[config.mk]
export PLATFORM = sky130hd
export DESIGN_NAME = pump_run_controller
export DESIGN_NICKNAME = d
export VERILOG_FILES = /design/src/hdl/prc_pkg.sv /design/src/hdl/prc_apb_regs.sv /design/src/hdl/prc_core.sv /design/src/hdl/pump_run_controller.sv
export SDC_FILE = /design/constraint.sdc
export NUM_CORES = 1
export LEC_CHECK = 0
export ABC_AREA = 0
export BUFFER_PORTS_ARGS = -buffer_cell sky130_fd_sc_hd__buf_2
export CAP_MARGIN = 0
export CORE_MARGIN = 2
export CORE_UTILIZATION = 50
export CTS_BUF_LIST = sky130_fd_sc_hd__clkbuf_8 sky130_fd_sc_hd__clkbuf_16
export DETAILED_ROUTE_END_ITERATION = 16
export PLACE_DENSITY = 0.68
export SLEW_MARGIN = 15
export SYNTH_ARGS = -nofsm -noshare
export SYNTH_HDL_FRONTEND = slang
export SYNTH_HIERARCHICAL = 1
export SYNTH_SLANG_ARGS = --single-unit
[constraint.sdc]
create_clock -name aclk -period 7.1 [get_ports aclk]
set_clock_uncertainty 0.15 [all_clocks]
set_input_delay 0.355 -clock aclk [delete_from_list [all_inputs] [get_ports aclk]]
set_output_delay 0.355 -clock aclk [all_outputs]
set_load 0.005 [all_outputs]
[src/hdl/prc_pkg.sv]
// Shared types and codes for the pump run controller.
`default_nettype none

package prc_pkg;

    // Item kinds carried on the input channel's tuser
    typedef enum logic [1:0] {
        OP_TICK = 2'd0,
        OP_ON   = 2'd1,
        OP_OFF  = 2'd2,
        OP_RUN  = 2'd3
    } op_t;

    // Reason the pump stopped during an item
    typedef enum logic [1:0] {
        CAUSE_NONE   = 2'd0,
        CAUSE_VOLUME = 2'd1,
        CAUSE_TMO    = 2'd2,
        CAUSE_MANUAL = 2'd3
    } cause_t;

    // Register indexes on the configuration port
    localparam logic REG_MIN_ON  = 1'b0;
    localparam logic REG_MIN_OFF = 1'b1;

    localparam int unsigned PADDR_W = 3;
    localparam int unsigned TDATA_IN_W = 64;
    localparam int unsigned TDATA_OUT_W = 8;

    typedef struct packed {
        logic [15:0] min_on_time;
        logic [15:0] min_off_time;
    } cfg_t;

    typedef struct packed {
        op_t         op;
        logic [15:0] dispensed_volume;
        logic [15:0] run_volume;
        logic [31:0] run_timeout;
    } item_t;

    typedef struct packed {
        logic   pump_on;
        logic   flow_reset;
        cause_t stop_cause;
        logic   refused;
    } result_t;

endpackage

`default_nettype wire

[src/hdl/prc_apb_regs.sv]
// APB register bank holding the minimum on and off times.
`default_nettype none

module prc_apb_regs (
    input  wire logic                          aclk,
    input  wire logic                          aresetn,
    input  wire logic                          psel,
    input  wire logic                          penable,
    input  wire logic                          pwrite,
    input  wire logic [prc_pkg::PADDR_W-1:0]   paddr,
    input  wire logic [31:0]                   pwdata,
    output logic      [31:0]                   prdata,
    output logic                               pready,
    output prc_pkg::cfg_t                      cfg
);

    logic [15:0] min_on_reg;
    logic [15:0] min_off_reg;
    logic        wr_en;

    assign pready = 1'b1;
    assign wr_en  = psel && penable && pwrite && pready;

    // Register writes; word index is address bit 2
    always_ff @(posedge aclk) begin
        if (!aresetn) begin
            min_on_reg  <= '0;
            min_off_reg <= '0;
        end else if (wr_en) begin
            if (paddr[2] == prc_pkg::REG_MIN_OFF) begin
                min_off_reg <= pwdata[15:0];
            end else begin
                min_on_reg <= pwdata[15:0];
            end
        end
    end

    // Read mux
    always_comb begin
        if (paddr[2] == prc_pkg::REG_MIN_OFF) begin
            prdata = {16'd0, min_off_reg};
        end else begin
            prdata = {16'd0, min_on_reg};
        end
    end

    assign cfg.min_on_time  = min_on_reg;
    assign cfg.min_off_time = min_off_reg;

endmodule

`default_nettype wire

[src/hdl/prc_core.sv]
// Pump state registers and the per-item lockout and auto-stop logic.
`default_nettype none

module prc_core (
    input  wire logic            aclk,
    input  wire logic            aresetn,
    input  wire logic            step,
    input  wire prc_pkg::item_t  item,
    input  wire prc_pkg::cfg_t   cfg,
    output prc_pkg::result_t     result
);

    logic [31:0] now_reg, now_next;
    logic [31:0] last_on_reg, last_on_next;
    logic [31:0] last_off_reg, last_off_next;
    logic        ever_stopped_reg, ever_stopped_next;
    logic        running_reg, running_next;
    logic        vol_armed_reg, vol_armed_next;
    logic        dl_armed_reg, dl_armed_next;
    logic [15:0] target_reg, target_next;
    logic [31:0] deadline_reg, deadline_next;

    logic [31:0] t_now;
    logic [31:0] off_elapsed;
    logic [31:0] on_elapsed;
    logic [31:0] dl_diff;
    logic        on_lock;
    logic        off_lock;
    logic        vol_hit;
    logic        dl_hit;

    // Time seen by this item: a tick advances the clock first
    assign t_now       = (item.op == prc_pkg::OP_TICK) ? now_reg + 32'd1 : now_reg;
    assign off_elapsed = t_now - last_off_reg;
    assign on_elapsed  = t_now - last_on_reg;
    assign dl_diff     = t_now - deadline_reg;

    // Lockouts; the off-time check only counts once the pump has stopped
    assign on_lock  = ever_stopped_reg && (cfg.min_off_time != 16'd0) &&
                      (off_elapsed < {16'd0, cfg.min_off_time});
    assign off_lock = (cfg.min_on_time != 16'd0) &&
                      (on_elapsed < {16'd0, cfg.min_on_time});

    // Auto-stop conditions; volume wins over the deadline
    assign vol_hit = vol_armed_reg && (item.dispensed_volume >= target_reg);
    assign dl_hit  = dl_armed_reg && !dl_diff[31];

    always_comb begin
        now_next          = now_reg;
        last_on_next      = last_on_reg;
        last_off_next     = last_off_reg;
        ever_stopped_next = ever_stopped_reg;
        running_next      = running_reg;
        vol_armed_next    = vol_armed_reg;
        dl_armed_next     = dl_armed_reg;
        target_next       = target_reg;
        deadline_next     = deadline_reg;
        result.flow_reset = 1'b0;
        result.stop_cause = prc_pkg::CAUSE_NONE;
        result.refused    = 1'b0;

        case (item.op)
            prc_pkg::OP_TICK: begin
                now_next = t_now;
                if (running_reg && (vol_hit || dl_hit)) begin
                    // Run is disarmed even when the stop is refused
                    vol_armed_next = 1'b0;
                    dl_armed_next  = 1'b0;
                    if (off_lock) begin
                        result.refused = 1'b1;
                    end else begin
                        running_next      = 1'b0;
                        last_off_next     = t_now;
                        ever_stopped_next = 1'b1;
                        result.stop_cause = vol_hit ? prc_pkg::CAUSE_VOLUME
                                                    : prc_pkg::CAUSE_TMO;
                    end
                end
            end
            prc_pkg::OP_ON: begin
                if (!running_reg) begin
                    if (on_lock) begin
                        result.refused = 1'b1;
                    end else begin
                        running_next = 1'b1;
                        last_on_next = t_now;
                    end
                end
            end
            prc_pkg::OP_OFF: begin
                if (running_reg) begin
                    if (off_lock) begin
                        result.refused = 1'b1;
                    end else begin
                        running_next      = 1'b0;
                        last_off_next     = t_now;
                        ever_stopped_next = 1'b1;
                        vol_armed_next    = 1'b0;
                        dl_armed_next     = 1'b0;
                        result.stop_cause = prc_pkg::CAUSE_MANUAL;
                    end
                end
            end
            prc_pkg::OP_RUN: begin
                // Arm target and deadline, pulse flow reset, then ask for on
                result.flow_reset = 1'b1;
                target_next       = item.run_volume;
                vol_armed_next    = (item.run_volume != 16'd0);
                dl_armed_next     = (item.run_timeout != 32'd0);
                if (item.run_timeout != 32'd0) begin
                    deadline_next = t_now + item.run_timeout;
                end
                if (!running_reg) begin
                    if (on_lock) begin
                        result.refused = 1'b1;
                    end else begin
                        running_next = 1'b1;
                        last_on_next = t_now;
                    end
                end
            end
            default: begin
                now_next = now_reg;
            end
        endcase

        result.pump_on = running_next;
    end

    // State commits only when the item moves into the result register
    always_ff @(posedge aclk) begin
        if (!aresetn) begin
            now_reg          <= '0;
            last_on_reg      <= '0;
            last_off_reg     <= '0;
            ever_stopped_reg <= 1'b0;
            running_reg      <= 1'b0;
            vol_armed_reg    <= 1'b0;
            dl_armed_reg     <= 1'b0;
            target_reg       <= '0;
            deadline_reg     <= '0;
        end else if (step) begin
            now_reg          <= now_next;
            last_on_reg      <= last_on_next;
            last_off_reg     <= last_off_next;
            ever_stopped_reg <= ever_stopped_next;
            running_reg      <= running_next;
            vol_armed_reg    <= vol_armed_next;
            dl_armed_reg     <= dl_armed_next;
            target_reg       <= target_next;
            deadline_reg     <= deadline_next;
        end
    end

endmodule

`default_nettype wire

[src/hdl/pump_run_controller.sv]
// Top level of the pump run controller: input register, core, result register.
//
//  Channel | Direction | Handshake              | Payload
//  --------+-----------+------------------------+----------------------------------
//  s_      | in        | s_tvalid / s_tready    | tuser: op; tdata: volume, target,
//          |           |                        |   timeout
//  m_      | out       | m_tvalid / m_tready    | tdata: pump_on, flow_reset, cause,
//          |           |                        |   refused
//  apb     | in        | psel / penable / pready| min_on_time, min_off_time
//
// One item per cycle sustained while m_tready is high; each item passes through
// the input register and leaves through the result register.
// The single state update per item (clock, lockout times, run arms) sets that rate.
// A stalled m_ side holds the result and the input register fills, then s_tready drops.
// aresetn is synchronous, active low, and empties both registers and clears all state.
`default_nettype none

module pump_run_controller (
    input  wire logic                              aclk,
    input  wire logic                              aresetn,
    // input items
    input  wire logic                              s_tvalid,
    output logic                                   s_tready,
    // [15:0] dispensed_volume, [31:16] run_volume, [63:32] run_timeout
    input  wire logic [prc_pkg::TDATA_IN_W-1:0]    s_tdata,
    // [1:0] op
    input  wire logic [1:0]                        s_tuser,
    // result items
    output logic                                   m_tvalid,
    input  wire logic                              m_tready,
    // [0] pump_on, [1] flow_reset, [3:2] stop_cause, [4] refused, [7:5] zero
    output logic      [prc_pkg::TDATA_OUT_W-1:0]   m_tdata,
    // configuration
    input  wire logic                              psel,
    input  wire logic                              penable,
    input  wire logic                              pwrite,
    input  wire logic [prc_pkg::PADDR_W-1:0]       paddr,
    input  wire logic [31:0]                       pwdata,
    output logic      [31:0]                       prdata,
    output logic                                   pready
);

    logic             in_valid_reg;
    prc_pkg::item_t   in_item_reg;
    logic             out_valid_reg;
    prc_pkg::result_t out_res_reg;
    logic             advance;
    prc_pkg::cfg_t    cfg;
    prc_pkg::result_t core_res;

    prc_apb_regs u_regs (
        .aclk    (aclk),
        .aresetn (aresetn),
        .psel    (psel),
        .penable (penable),
        .pwrite  (pwrite),
        .paddr   (paddr),
        .pwdata  (pwdata),
        .prdata  (prdata),
        .pready  (pready),
        .cfg     (cfg)
    );

    prc_core u_core (
        .aclk    (aclk),
        .aresetn (aresetn),
        .step    (advance),
        .item    (in_item_reg),
        .cfg     (cfg),
        .result  (core_res)
    );

    // Item moves on when the result register is free or being emptied
    assign advance  = in_valid_reg && (!out_valid_reg || m_tready);
    assign s_tready = !in_valid_reg || advance;

    // Input register
    always_ff @(posedge aclk) begin
        if (!aresetn) begin
            in_valid_reg <= 1'b0;
        end else if (s_tready) begin
            in_valid_reg <= s_tvalid;
        end
    end

    always_ff @(posedge aclk) begin
        if (s_tready && s_tvalid) begin
            in_item_reg.op               <= prc_pkg::op_t'(s_tuser);
            in_item_reg.dispensed_volume <= s_tdata[15:0];
            in_item_reg.run_volume       <= s_tdata[31:16];
            in_item_reg.run_timeout      <= s_tdata[63:32];
        end
    end

    // Result register
    always_ff @(posedge aclk) begin
        if (!aresetn) begin
            out_valid_reg <= 1'b0;
        end else if (advance) begin
            out_valid_reg <= 1'b1;
        end else if (m_tready) begin
            out_valid_reg <= 1'b0;
        end
    end

    always_ff @(posedge aclk) begin
        if (advance) begin
            out_res_reg <= core_res;
        end
    end

    assign m_tvalid = out_valid_reg;
    assign m_tdata  = {3'b000, out_res_reg.refused, out_res_reg.stop_cause,
                       out_res_reg.flow_reset, out_res_reg.pump_on};

endmodule

`default_nettype wire

==> flow_metrics.tcl <==
set metrics [dict create \
    tritoncts_num_sinks 253 \
    power.density_nw_per_um2 161 \
    synth_top_area_cell "dfxtp_1" \
    crit_slowest_cell "or4_1" \
    final.period_utilization_pct 95.3 \
    endpoints_failing_hold 0 \
    hpwl_dp_um 34400 \
    most_numerous_cell_in_the_yosys_netlist "nand2_1" \
    yosys.area_share.xor_xnor_pct 6.13 \
    chipWidth_um 194 \
    unrepaired_setup_endpoints_after_global_routing "yes" \
    worst_setup_path_startpoint "in_item_reg[64]" \
    timing.critical_path.max_delay_family "simple AND/OR/NAND/NOR gates" \
    worstSkewPairLatency_ps 580 \
    placed_cells_incl_taps 2618 \
    synth-adder-area-share_pct 12.4 \
    largest_register_ffs 66 \
    area_growth_syn_to_layout_pct 15.7 \
    timing.final.crit_period_ps 6770 \
    io_buffer_count 112 \
    critical_path_peak_fanout 6 \
    tritonroute_pass_1_iters 5 \
    finalNonFillerCells 2759 \
    core-area_um2 35500 \
    final.hold.worst_slack_ps 229 \
    diodes 0 \
    drtIter0Drc 882 \
    synthSimpleGateAreaFrac_pct 20.8 \
    drive_above_1_share_pct 11.3 \
    timing_worst_setup_path_type "reg -> reg" \
    p_sw_share_pct 24.5 \
    max_cap_viols 0 \
    final_count_of_negative_setup_slack_endpoints 0 \
    total_leakage_power_uw 0.00899 \
    area_taken_by_multi_input_logic_gates_um2 11200 \
    synth_compound_area_share_pct 14.7 \
    route.detailed.vias_per_inst 5.51 \
    grtUsageMet2_pct 41.1 \
    globalRouteOverflowTotal 0 \
    ff2ff_path_depth 28 \
    critPathLaunchType "flop" \
    synth.area.mux_share_pct 7.26 \
    ctsHtreeMaxLevel 1 \
    die-height_um 194 \
    yosys.cell_types.count 89 \
    ys_top_cells_by_area "dfxtp_1 20%, ha_1 12%, edfxtp_1 12%" \
    grtUsageTotal_pct 24.1 \
    share_of_the_yosys_chip_area_belonging_to_registers_pct 32.1 \
    synthFlopType "dfxtp_1" \
    hold_depth 3 \
    share_comb_of_total_power_pct 9.7 \
    grt_start_max_net_pins 152 \
    endpoint "m_tdata[4]" \
    wl_per_cell_um 16.8 \
    arrival_time_at_the_worst_endpoint_ps 7030 \
    die-area_um2 37500 \
    report.final.slew_viol_count 0 \
    tritoncts "built" \
    root_buffer "clkbuf_16" \
    critical_path_required_ps 7360 \
    pin_count 151 \
    setup_slack_of_the_worst_register_to_register_path_ps 330 \
    place.gp.congestion 0.958 \
    route.detailed.drc 0 \
    cts_inserted_buffers 29 \
    synth_top_family_by_area "simple AND/OR/NAND/NOR gates" \
    fillCellCount 3126 \
    timing.rr.start "in_item_reg[64]" \
    synth.cell_area_um2 18000 \
    vias 15200 \
    grt_first_pass_wirelength_um 74600 \
    critical_path.n_buffers_inverters 2 \
    layout.core_utilization_pct 58.6 \
    achievable-frequency_ghz 0.148 \
    synth-async-reset-ratio_pct 0 \
    tightest_slew_ps 985 \
    nets 2561 \
    seq_power_share_pct 46.1 \
    total_wire_length_after_detailed_routing_um 46300 \
    number_of_enable_type_register_cells_in_the_synthesized_netlist 71 \
    relSlewSlack_pct 34.3 \
    totalPowerFinal_uw 3360 \
    grt_pass1_vias 15000 \
    clock_tree.buffer_depth 3 \
    gr-usage-met3_pct 3.18 \
    end_kind "flop" \
    critical_path_depth 28 \
    clkTransAtPathRegs_ps 60 \
    slowest_delay_ps 510 \
    global_route.peak_usage_layer "met2" \
    final_antenna_net_count 0 \
    grt_use_met1_pct 31.4 \
    synth_area_per_cell_um2 8.59 \
    ys_seq_elements 253 \
    fp-row-count 69 \
    power.net_switching_uw 825 \
    area.sequential_um2 5780 \
    status "finished clean" \
    internal_power_uw 2540 \
    start_util_pct 50.7 \
    power_frac_clock_pct 44.3 \
    class_of_the_most_critical_hold_timing_path "in -> reg" \
    ir_drop_worst_case_vdd_mv 0.188 \
    synth_top_area_share_pct 20.3 \
    netlist_top_cells_count "309 x nand2_1, 182 x dfxtp_1, 174 x ha_1" \
    syn_inst 2093 \
    yosys_warnings 6 \
    grt_antenna_before_repair 0 \
    rr_endpoint "m_tdata[4]" \
]
[how the worst min path moves through the flow]
stage / from / endpoint
floorplan: u_core/dl_armed_reg / u_core/dl_armed_reg
global placement: u_core/dl_armed_reg / u_core/dl_armed_reg
detailed placement: u_core/last_off_reg[21] / u_core/last_off_reg[21]
CTS: pwrite / u_regs/min_off_reg[15]
global route: pwrite / u_regs/min_off_reg[9]
finish: pwrite / u_regs/min_off_reg[15]
[worst min-delay path: stages]
cell and delay [ps]:
buf_2 130, nand4_4 300, mux2i_1 120
[metrics by stage]
step           cell area [µm²]  setup WS (ps)  setup TNS (ps)
2_1_floorplan            18000            985               0
3_3_place_gp             18900            321               0
3_5_place_dp             18900            180               0
4_1_cts                  20700            141               0
5_1_grt                  20800          -54.4           -95.8
6_report                 20800            332               0
[power groups by stage]
stage,Clock [µW],Combinational [µW],Sequential (µW)
finish,1490,325,1550
CTS,1510,322,1550
global placement,0,278,1580
floorplan,0,202,1570
global route,1580,359,1550
detailed placement,0,285,1580
[cell type report]
| type | instances | share of cell area [%] |
|---|---|---|
| multi-input cells | 1596 | 53.8 |
| clock buffers | 30 | 3.55 |
| clock inverters | 23 | 0.962 |
| flip-flops and latches | 253 | 27.8 |
| repair buffers | 235 | 8.24 |
| well taps | 461 | 2.77 |
| inverters | 161 | 2.90 |
[placed cells by master, fill, tap and decap left out, types with 28 or more instances in the layout]
cell type,netlist,final
nand2_1,309,309
dfxtp_1,182,182
ha_1,174,173
inv_1,161,169
buf_2,9,111
mux2i_1,109,109
a21oi_1,96,95
nor2_1,94,92
o21ai_0,93,92
dlygate4sd3_1,0,85
edfxtp_1,71,71
xnor2_1,71,71
and2_1,64,64
a21o_1,52,52
xor2_1,53,51
nand4_1,40,40
buf_4,21,37
nand3_1,35,35
a21boi_0,31,31
clkbuf_16,0,29
nand2b_1,28,28
nor4_1,28,28
[per-layer routing]
layer	vias up	wire length (µm)
li1	7696	-
met1	7087	21400
met2	333	21500
met3	83	1810
met4	0	1550
met5	-	0
[cells by family (layout without fill, tap and decap cells)]
logic type / Yosys count / in the layout
xor gates and xnor gates: 125 / 125
and+or+nand+nor: 738 / 738
other: 3 / 20
buffers and inverters: 261 / 449
DFF: 253 / 253
adders and majority gates: 177 / 177
AOI/OAI and AO/OA: 408 / 408
muxes: 128 / 128
[timing repair]
item | in CTS | in global routing
gates resized for setup | 0 | 11
buffers inserted | 0 | 3
hold buffers | 85 | 0
setup endpoints to repair | 0 | 36
endpoints found under the hold margin | 100 | 0
Power figures use the tool's default switching activity.
